===== config.mk =====
export PLATFORM = sky130hd
export DESIGN_NAME = utf8_to_utf16_decoder_core
export DESIGN_NICKNAME = d
export VERILOG_FILES = /design/src/rtl/core/utf8u16_pkg.sv /design/src/rtl/core/utf8u16_dec.sv /design/src/rtl/core/utf8u16_obuf.sv /design/src/rtl/core/utf8_to_utf16_decoder_core.sv
export SDC_FILE = /design/constraint.sdc
export NUM_CORES = 1
export LEC_CHECK = 0
export BUFFER_PORTS_ARGS = -buffer_cell sky130_fd_sc_hd__buf_2
export CORE_ASPECT_RATIO = 0.7
export CORE_MARGIN = 2
export CORE_UTILIZATION = 40
export CTS_BUF_LIST = sky130_fd_sc_hd__clkbuf_16
export DETAILED_ROUTE_END_ITERATION = 7
export SKIP_CTS_REPAIR_TIMING = 1
export SYNTH_ARGS = -nofsm -noshare
export SYNTH_HDL_FRONTEND = slang
export SYNTH_SLANG_ARGS = --single-unit

===== constraint.sdc =====
create_clock -name clk_i -period 9.4 [get_ports clk_i]
set_input_delay 0.94 -clock clk_i [delete_from_list [all_inputs] [get_ports clk_i]]
set_output_delay 0.94 -clock clk_i [all_outputs]
set_load 0.005 [all_outputs]

===== src/rtl/core/utf8u16_pkg.sv =====
// utf8u16_pkg: types, constants and small helper functions shared by the
// utf-8 to utf-16 decoder core, its decode logic and its output buffer.
// no dependencies.
package utf8u16_pkg;

  localparam logic [15:0] REPL_UNIT  = 16'hFFFD;
  localparam logic [5:0]  HI_SURR_HI = 6'b110110;
  localparam logic [5:0]  LO_SURR_HI = 6'b110111;
  localparam logic [20:0] SUPP_BASE  = 21'h10000;

  // output buffer depth: one unit in flight plus a full two-unit item
  localparam int unsigned OBUF_DEPTH = 3;
  localparam int unsigned OBUF_PTR_W = 2;

  // decoder state
  typedef struct packed {
    logic [30:0] pv;       // bits gathered so far
    logic [2:0]  rem;      // continuation bytes still awaited
    logic [2:0]  seq_len;  // length of the open sequence
    logic        skip;     // drop continuation bytes
  } state_t;

  // up to two code units caused by one item
  typedef struct packed {
    logic [1:0]  n;
    logic [15:0] unit0;
    logic        rep0;
    logic [15:0] unit1;
    logic        rep1;
  } results_t;

  typedef struct packed {
    logic [15:0] unit;
    logic        rep;
    logic        last;
  } entry_t;

  // smallest value that a sequence of the given length may encode
  function automatic logic [30:0] min_value(input logic [2:0] len);
    logic [30:0] lim;
    unique case (len)
      3'd2:    lim = 31'h0000080;
      3'd3:    lim = 31'h0000800;
      3'd4:    lim = 31'h0010000;
      3'd5:    lim = 31'h0200000;
      3'd6:    lim = 31'h4000000;
      default: lim = 31'h0000000;
    endcase
    return lim;
  endfunction

  // false for surrogates, noncharacters and values above the unicode range
  function automatic logic value_allowed(input logic [30:0] wc);
    logic ok;
    ok = 1'b1;
    if (wc >= 31'h0110000) ok = 1'b0;
    if (wc[30:11] == 20'h0001B) ok = 1'b0;
    if (wc >= 31'h000FDD0 && wc <= 31'h000FDEF) ok = 1'b0;
    if (wc[15:1] == 15'h7FFF) ok = 1'b0;
    return ok;
  endfunction

  // pointer step modulo the buffer depth
  function automatic logic [OBUF_PTR_W-1:0] ptr_inc(input logic [OBUF_PTR_W-1:0] p);
    logic [OBUF_PTR_W-1:0] r;
    if (p == OBUF_PTR_W'(OBUF_DEPTH - 1)) r = '0;
    else r = p + 1'b1;
    return r;
  endfunction

endpackage


===== src/rtl/core/utf8u16_dec.sv =====
// utf8u16_dec: combinational decode of one utf-8 byte against the current
// state; gives the next state and up to two utf-16 code units.
// depends on utf8u16_pkg.
module utf8u16_dec (
  input  logic [7:0]            byte_i,
  input  logic                  end_i,
  input  utf8u16_pkg::state_t   st_i,
  output utf8u16_pkg::state_t   st_o,
  output utf8u16_pkg::results_t res_o
);
  import utf8u16_pkg::*;

  logic        cont;
  // fresh byte handling
  logic        f_emit;
  logic [15:0] f_unit;
  logic        f_rep;
  logic        f_skip;
  logic        f_open;
  logic [2:0]  f_len;
  logic [4:0]  f_bits;
  // continuation path
  logic [30:0] shifted;
  logic [2:0]  rem_dec;
  logic        overlong;
  logic        allowed;
  logic [20:0] supp;
  // candidate units
  logic        c_cut;
  logic        c_end;
  logic [1:0]  m_n;
  logic [15:0] m_u0;
  logic        m_r0;
  logic [15:0] m_u1;
  logic        m_r1;
  logic        use_fresh;
  state_t      nxt;

  assign cont = (byte_i[7:6] == 2'b10);

  always_comb begin
    f_emit = 1'b0;
    f_unit = {8'h00, byte_i};
    f_rep  = 1'b0;
    f_skip = 1'b0;
    f_open = 1'b0;
    f_len  = 3'd0;
    f_bits = 5'd0;
    if (!byte_i[7]) begin
      f_emit = (byte_i != 8'h00);
    end else if (!byte_i[6] || byte_i[7:1] == 7'h7F) begin
      // lone continuation or 0xfe/0xff lead
      f_emit = 1'b1;
      f_unit = REPL_UNIT;
      f_rep  = 1'b1;
      f_skip = 1'b1;
    end else begin
      f_open = 1'b1;
      if (!byte_i[5]) begin
        f_len  = 3'd2;
        f_bits = byte_i[4:0];
      end else if (!byte_i[4]) begin
        f_len  = 3'd3;
        f_bits = {1'b0, byte_i[3:0]};
      end else if (!byte_i[3]) begin
        f_len  = 3'd4;
        f_bits = {2'b00, byte_i[2:0]};
      end else if (!byte_i[2]) begin
        f_len  = 3'd5;
        f_bits = {3'b000, byte_i[1:0]};
      end else begin
        f_len  = 3'd6;
        f_bits = {4'b0000, byte_i[0]};
      end
    end
  end

  assign shifted  = {st_i.pv[24:0], byte_i[5:0]};
  assign rem_dec  = st_i.rem - 3'd1;
  assign overlong = (shifted < min_value(st_i.seq_len));
  assign allowed  = value_allowed(shifted);
  assign supp     = shifted[20:0] - SUPP_BASE;

  always_comb begin
    nxt       = st_i;
    c_cut     = 1'b0;
    c_end     = 1'b0;
    m_n       = 2'd0;
    m_u0      = REPL_UNIT;
    m_r0      = 1'b1;
    m_u1      = REPL_UNIT;
    m_r1      = 1'b1;
    use_fresh = 1'b0;

    if (st_i.rem != 3'd0) begin
      if (cont) begin
        nxt.pv  = shifted;
        nxt.rem = rem_dec;
        if (rem_dec == 3'd0) begin
          nxt.seq_len = 3'd0;
          nxt.pv      = '0;
          m_n         = 2'd1;
          if (overlong) begin
            nxt.skip = 1'b1;
          end else if (allowed) begin
            if (shifted[30:16] == 15'd0) begin
              m_u0 = shifted[15:0];
              m_r0 = 1'b0;
            end else begin
              // surrogate pair
              m_n  = 2'd2;
              m_u0 = {HI_SURR_HI, supp[19:10]};
              m_r0 = 1'b0;
              m_u1 = {LO_SURR_HI, supp[9:0]};
              m_r1 = 1'b0;
            end
          end
        end
      end else begin
        // sequence cut short, then the byte is taken afresh
        c_cut     = 1'b1;
        use_fresh = 1'b1;
      end
    end else if (!(st_i.skip && cont)) begin
      use_fresh = 1'b1;
    end

    if (use_fresh) begin
      nxt.skip = f_skip;
      if (f_open) begin
        nxt.pv      = {26'd0, f_bits};
        nxt.seq_len = f_len;
        nxt.rem     = f_len - 3'd1;
      end else begin
        nxt.pv      = '0;
        nxt.seq_len = 3'd0;
        nxt.rem     = 3'd0;
      end
      if (f_emit) begin
        m_n  = 2'd1;
        m_u0 = f_unit;
        m_r0 = f_rep;
      end
    end

    // string ends inside an open sequence
    if (end_i && nxt.rem != 3'd0) c_end = 1'b1;
    if (end_i || byte_i == 8'h00) nxt = '0;
  end

  assign st_o = nxt;

  always_comb begin
    res_o       = '0;
    res_o.unit0 = REPL_UNIT;
    res_o.rep0  = 1'b1;
    res_o.unit1 = REPL_UNIT;
    res_o.rep1  = 1'b1;
    if (c_cut) begin
      res_o.n = 2'd1;
      if (m_n != 2'd0) begin
        res_o.n     = 2'd2;
        res_o.unit1 = m_u0;
        res_o.rep1  = m_r0;
      end else if (c_end) begin
        res_o.n = 2'd2;
      end
    end else if (m_n != 2'd0) begin
      res_o.n     = 2'd1;
      res_o.unit0 = m_u0;
      res_o.rep0  = m_r0;
      if (m_n == 2'd2) begin
        res_o.n     = 2'd2;
        res_o.unit1 = m_u1;
        res_o.rep1  = m_r1;
      end else if (c_end) begin
        res_o.n = 2'd2;
      end
    end else if (c_end) begin
      res_o.n = 2'd1;
    end
  end

endmodule


===== src/rtl/core/utf8u16_obuf.sv =====
// utf8u16_obuf: three-entry result buffer; takes up to two units per cycle while
// room_o is high and hands out one unit per cycle on a valid/ready channel.
// depends on utf8u16_pkg.
module utf8u16_obuf (
  input  logic                  clk_i,
  input  logic                  rst_ni,
  input  logic                  push_i,
  input  utf8u16_pkg::results_t res_i,
  output logic                  room_o,
  output logic                  out_valid_o,
  input  logic                  out_ready_i,
  output utf8u16_pkg::entry_t   out_o
);
  import utf8u16_pkg::*;

  entry_t                mem_q [OBUF_DEPTH];
  logic [OBUF_PTR_W-1:0] wr_q, wr_d;
  logic [OBUF_PTR_W-1:0] rd_q, rd_d;
  logic [1:0]            count_q, count_d;
  logic [1:0]            push_n;
  logic                  pop;
  entry_t                e0, e1;

  assign push_n      = push_i ? res_i.n : 2'd0;
  assign pop         = out_valid_o && out_ready_i;
  assign out_valid_o = (count_q != 2'd0);
  assign room_o      = (count_q <= 2'd1);
  assign out_o       = mem_q[rd_q];

  assign e0 = '{unit: res_i.unit0, rep: res_i.rep0, last: (res_i.n == 2'd1)};
  assign e1 = '{unit: res_i.unit1, rep: res_i.rep1, last: 1'b1};

  always_comb begin
    wr_d = wr_q;
    if (push_n == 2'd1) wr_d = ptr_inc(wr_q);
    else if (push_n == 2'd2) wr_d = ptr_inc(ptr_inc(wr_q));
    rd_d    = pop ? ptr_inc(rd_q) : rd_q;
    count_d = count_q - {1'b0, pop} + push_n;
  end

  always_ff @(posedge clk_i or negedge rst_ni) begin
    if (!rst_ni) begin
      wr_q    <= '0;
      rd_q    <= '0;
      count_q <= '0;
    end else begin
      wr_q    <= wr_d;
      rd_q    <= rd_d;
      count_q <= count_d;
    end
  end

  always_ff @(posedge clk_i) begin
    if (push_n != 2'd0) mem_q[wr_q] <= e0;
    if (push_n == 2'd2) mem_q[ptr_inc(wr_q)] <= e1;
  end

`ifndef SYNTH
  a_no_overflow: assert property (@(posedge clk_i) disable iff (!rst_ni)
    push_n == 2'd2 |-> count_q - {1'b0, pop} <= 2'd1)
    else $error("result buffer overflow");
`endif

endmodule


===== src/rtl/core/utf8_to_utf16_decoder_core.sv =====
// utf8_to_utf16_decoder_core: top level of the utf-8 to utf-16 decoder.
// depends on utf8u16_pkg, utf8u16_dec and utf8u16_obuf.
//
// input channel: one utf-8 byte per item (byte_in_i, string_end_i) on
// in_valid_i / in_ready_o. a zero byte or a byte with string_end_i set ends
// the string and returns the decoder to its reset state.
// output channel: one utf-16 code unit per item (code_unit_o, replaced_o,
// run_last_o) on out_valid_o / out_ready_i. a byte gives zero, one or two
// units; run_last_o marks the last unit caused by a byte.
// buffering: the units of a byte are registered in the result buffer as the byte is taken.
// throughput: one byte per cycle while each byte gives at most one unit and
// out_ready_i stays high; a surrogate pair or two replacement units leave
// one at a time by the single output port of the three-entry result buffer.
// reset: decoder state and buffer are cleared, no output item is pending.
// stall: the buffer takes bytes while it holds at most one unit, then in_ready_o
// drops until the receiver takes units again.
module utf8_to_utf16_decoder_core (
  input  logic        clk_i,
  input  logic        rst_ni,
  input  logic        in_valid_i,
  output logic        in_ready_o,
  input  logic [7:0]  byte_in_i,
  input  logic        string_end_i,
  output logic        out_valid_o,
  input  logic        out_ready_i,
  output logic [15:0] code_unit_o,
  output logic        replaced_o,
  output logic        run_last_o
);
  import utf8u16_pkg::*;

  state_t   st_q, st_d;
  results_t res;
  entry_t   head;
  logic     accept;

  assign accept = in_valid_i && in_ready_o;

  utf8u16_dec u_dec (
    .byte_i (byte_in_i),
    .end_i  (string_end_i),
    .st_i   (st_q),
    .st_o   (st_d),
    .res_o  (res)
  );

  always_ff @(posedge clk_i or negedge rst_ni) begin
    if (!rst_ni) begin
      st_q <= '0;
    end else if (accept) begin
      st_q <= st_d;
    end
  end

  utf8u16_obuf u_obuf (
    .clk_i       (clk_i),
    .rst_ni      (rst_ni),
    .push_i      (accept),
    .res_i       (res),
    .room_o      (in_ready_o),
    .out_valid_o (out_valid_o),
    .out_ready_i (out_ready_i),
    .out_o       (head)
  );

  assign code_unit_o = head.unit;
  assign replaced_o  = head.rep;
  assign run_last_o  = head.last;

`ifndef SYNTH
  a_no_skip_in_seq: assert property (@(posedge clk_i) disable iff (!rst_ni)
    st_q.rem != 3'd0 |-> !st_q.skip)
    else $error("skip flag set inside an open sequence");

  a_rem_below_len: assert property (@(posedge clk_i) disable iff (!rst_ni)
    st_q.rem != 3'd0 |-> st_q.seq_len > st_q.rem)
    else $error("continuation count not below sequence length");

  a_end_clears: assert property (@(posedge clk_i) disable iff (!rst_ni)
    accept && (string_end_i || byte_in_i == 8'h00) |=>
      st_q.rem == 3'd0 && st_q.seq_len == 3'd0 && !st_q.skip)
    else $error("state not cleared at end of string");

  a_full_has_output: assert property (@(posedge clk_i) disable iff (!rst_ni)
    !in_ready_o |-> out_valid_o)
    else $error("input stalled with nothing to deliver");
`endif

endmodule


==> qor.yml <==
synth:
  synth_cells: 607
  yosys_warnings: 0
  ys_seq_elements: 92
  synth_cell_type_count: 82
  syn_area_per_cell_um2: 9.79
  synth_flop_cell: "edfxtp_1"
  synth_nets: 636
  synth-edff-count: 51
  syn_area_mm2: 0.00594
  synthArstFlopShare: 0.413
  synth_seq_area_share: 0.428
final_layout:
  fin_nets: 644
  diodes: 0
  mostFrequentLayoutCell: "nand2_1"
  drive_gt1_frac: 0.139
  syn_to_final_growth_pct: 7.62
  final_cell_mix: "nand2_1, o21ai_0, edfxtp_1"
power:
  pwr-share-comb: 0.377
  p_per_area_mw_per_mm2: 244
  p_sw_frac: 0.399
  peakVddDrop_v: 0.000159
  p_int_mw: 0.938
  clockPowerShare: 0.229
  p_sw_mw: 0.624
  p_leak_nw: 2.47
  p_seq_frac: 0.394
sta:
  maxSlewViolCount: 0
  clock_skew_ps: 11.1
  period_share: 0.548
  timing.fmax_mhz: 194
  setup_viol: 0
  tns_ps: 0
  rsz0062_at_grt: "false"
  worst_slew_pin_slew_ps: 1220
  layout_setup_ws_ps: 4250
  fin_crit_ps: 5150
  max-slew-margin-rel: 0.181
  finalHoldViolations: 0
hold_path:
  whs_endpoint: "u_obuf.mem_q[0][0]"
  worstHoldPathCells: 2
  min_path_type: "flop to flop"
  min_from: "u_obuf.mem_q[0][0]"
worst_setup_path:
  crit_required_ps: 9580
  worstSetupEndpointType: "flop"
  cp_data_arrival_time_ps: 5330
  cpPeakStageDelay_ps: 940
  cp_max_fo: 13
  critPathKind: "input pin to flop"
  cp_slowest_cell: "nor3_1"
  critPathLaunchType: "input pin"
  reg2reg_to: "u_obuf.mem_q[2][14]"
  r2r_slack_ps: 4740
  crit_chain: "buf_2, nand2_1, o21ai_0, nor2_1, o21ai_0, ha_1, xor2_1, o22a_1, o211ai_1, a21boi_1, o2bb2a_4, a21o_1, ha_1, nor3_1, nand2_1, o21ai_0, nor2_1, a21oi_1"
  crit_buf_inv: 1
  cpLargestDelayFamily: "compound AO/OA/AOI/OAI gates"
  cpMostUsedCell: "o21ai_0"
  r2r_start: "st_q[2]"
  reg2reg_depth: 15
place:
  dp_hpwl_um: 12000
  portBuffers: 32
  dp_slack_ps: 4070
  gp_congestion: 0.889
die:
  die_h_um: 106
  io_pins: 33
  rows: 37
  core_area_mm2: 0.0146
  die-area_mm2: 0.0159
  start_util: 0.406
  dieWidth_um: 150
route:
  firstDrtPassIters: 5
  wl_per_cell_um: 20.0
  num_vias: 4973
  postRouteAntennaNets: 0
  wirelength_um: 16300
  first_iter_violations: 556
  viasPerCell: 6.10
  drc: 0
clock_tree:
  htreeDepth: 3
  cts_buffers: 9
  cts_tree: "done"
  cts.sinks: 92
  cts.clk_slew.worst_paths_ps: 70
  cts-root-buf: "clkbuf_16"
  clk-insertion-delay-late_ps: 350
  cts_buffer_depth: 2
global_route:
  grt_pass1_vias: 4618
  grtUsageTotal: 0.213
  grt-busiest-layer: "met1"
  use_met3: 0.0464
  grt_max_degree: 39
  use_met1: 0.331
  antenna_found_initial: 0
  globalRoute.totalOverflow: 0
  use_met2: 0.297
  grt_pass1_wl_um: 26100
job:
  cap_violations: 0
status:
  outcome: "completed"
## logic make-up (layout without fill, tap and decap cells)
kind of cell	after synthesis	in the layout	share of synthesized area
and+or+nand+nor	217	217	0.199
AOI/OAI and AO/OA	194	194	0.229
DFF	92	92	0.428
buffers and inverters	56	69	0.0575
muxes	26	26	0.0444
adders and majority gates	16	16	0.0337
xor gates and xnor gates	6	6	0.00884
## cells in the mapped netlist, types with 4 or more instances
| library cell | number | area (um^2) |
|---|---|---|
| o32ai_1 | 8 | 70.1 |
| nor2_1 | 34 | 128 |
| a22o_1 | 20 | 175 |
| nor3_1 | 13 | 65.1 |
| clkbuf_8 | 8 | 110 |
| nand2_1 | 85 | 319 |
| clkbuf_1 | 16 | 60.1 |
| a21oi_1 | 31 | 155 |
| nand3_1 | 19 | 95.1 |
| inv_1 | 18 | 67.6 |
| o22ai_1 | 21 | 131 |
| nor4_1 | 6 | 37.5 |
| a31oi_1 | 6 | 37.5 |
| o22a_1 | 8 | 70.1 |
| buf_2 | 7 | 35.0 |
| nand2b_1 | 6 | 37.5 |
| o21ai_0 | 59 | 295 |
| and4_1 | 6 | 52.6 |
| nand4_1 | 8 | 50.1 |
| ha_1 | 16 | 200 |
| dfrtp_1 | 38 | 951 |
| mux2i_1 | 23 | 230 |
| edfxtp_1 | 51 | 1530 |
| and3_1 | 4 | 25.0 |
## flip-flops by register name (all words and copies together), names as in the netlist
name            cells
u_obuf.mem_q       54
u_obuf.count_q      2
u_obuf.wr_q         2
u_obuf.rd_q         2
st_q               32
## worst register-to-register path: stages (launching register included)
cell and delay, ps:
dfrtp_1 440, or3_1 380, ha_1 300, a21oi_1 60
a21boi_0 330, a311oi_4 110, nor2_4 370, nand4_4 210
a21oi_1 270, o211ai_1 140, ha_1 290, nor3_1 940
nand2_1 150, o21ai_0 120, nor2_1 150, a21oi_1 220
## per-layer routing
layer,share of wire,up-vias
met3,0.079,23
met5,0,-
met4,0.013,0
li1,-,2325
met2,0.41,230
met1,0.49,2395
## worst max path at each step
stage	start	endpoint	cells past startpoint
floorplan	byte_in_i[4]	u_obuf.mem_q[2][10]	15
global placement	byte_in_i[5]	u_obuf.mem_q[0][1]	17
detailed placement	byte_in_i[5]	u_obuf.mem_q[2][1]	17
CTS	byte_in_i[5]	u_obuf.mem_q[2][1]	17
global route	byte_in_i[5]	u_obuf.mem_q[0][1]	17
finish	byte_in_i[5]	u_obuf.mem_q[2][14]	18
## cell type report
cell class / instances / area, um^2
Fill cell: 1424 / 8230
Multi-Input combinational cell: 459 / 3070
Sequential cell: 92 / 2540
Tap cell: 195 / 244
Clock buffer: 9 / 225
Timing Repair Buffer: 35 / 183
Clock inverter: 7 / 68.8
Inverter: 18 / 67.6
## power by group through the flow
stage / registers (mW) / clock network (mW) / logic [mW]
after floorplan: 0.562 / 0 / 0.465
after global placement: 0.619 / 0 / 0.571
after detailed placement: 0.624 / 0 / 0.583
after CTS: 0.615 / 0.362 / 0.586
after global routing: 0.628 / 0.380 / 0.655
final: 0.615 / 0.358 / 0.588
## through the flow
step / power, mW / util / std cells / hold slack, ps / instance area, um^2
6_report: 1.56 / 0.437 / 815 / 490 / 6400
3_5_place_dp: 1.21 / 0.417 / 799 / 481 / 6100
2_1_floorplan: 1.03 / - / 607 / 465 / 5940
5_1_grt: 1.66 / 0.437 / 815 / 512 / 6400
4_1_cts: 1.56 / 0.437 / 815 / 491 / 6400
3_3_place_gp: 1.19 / 0.417 / 799 / 473 / 6100
Note: power is estimated with default switching activity, not from simulation.
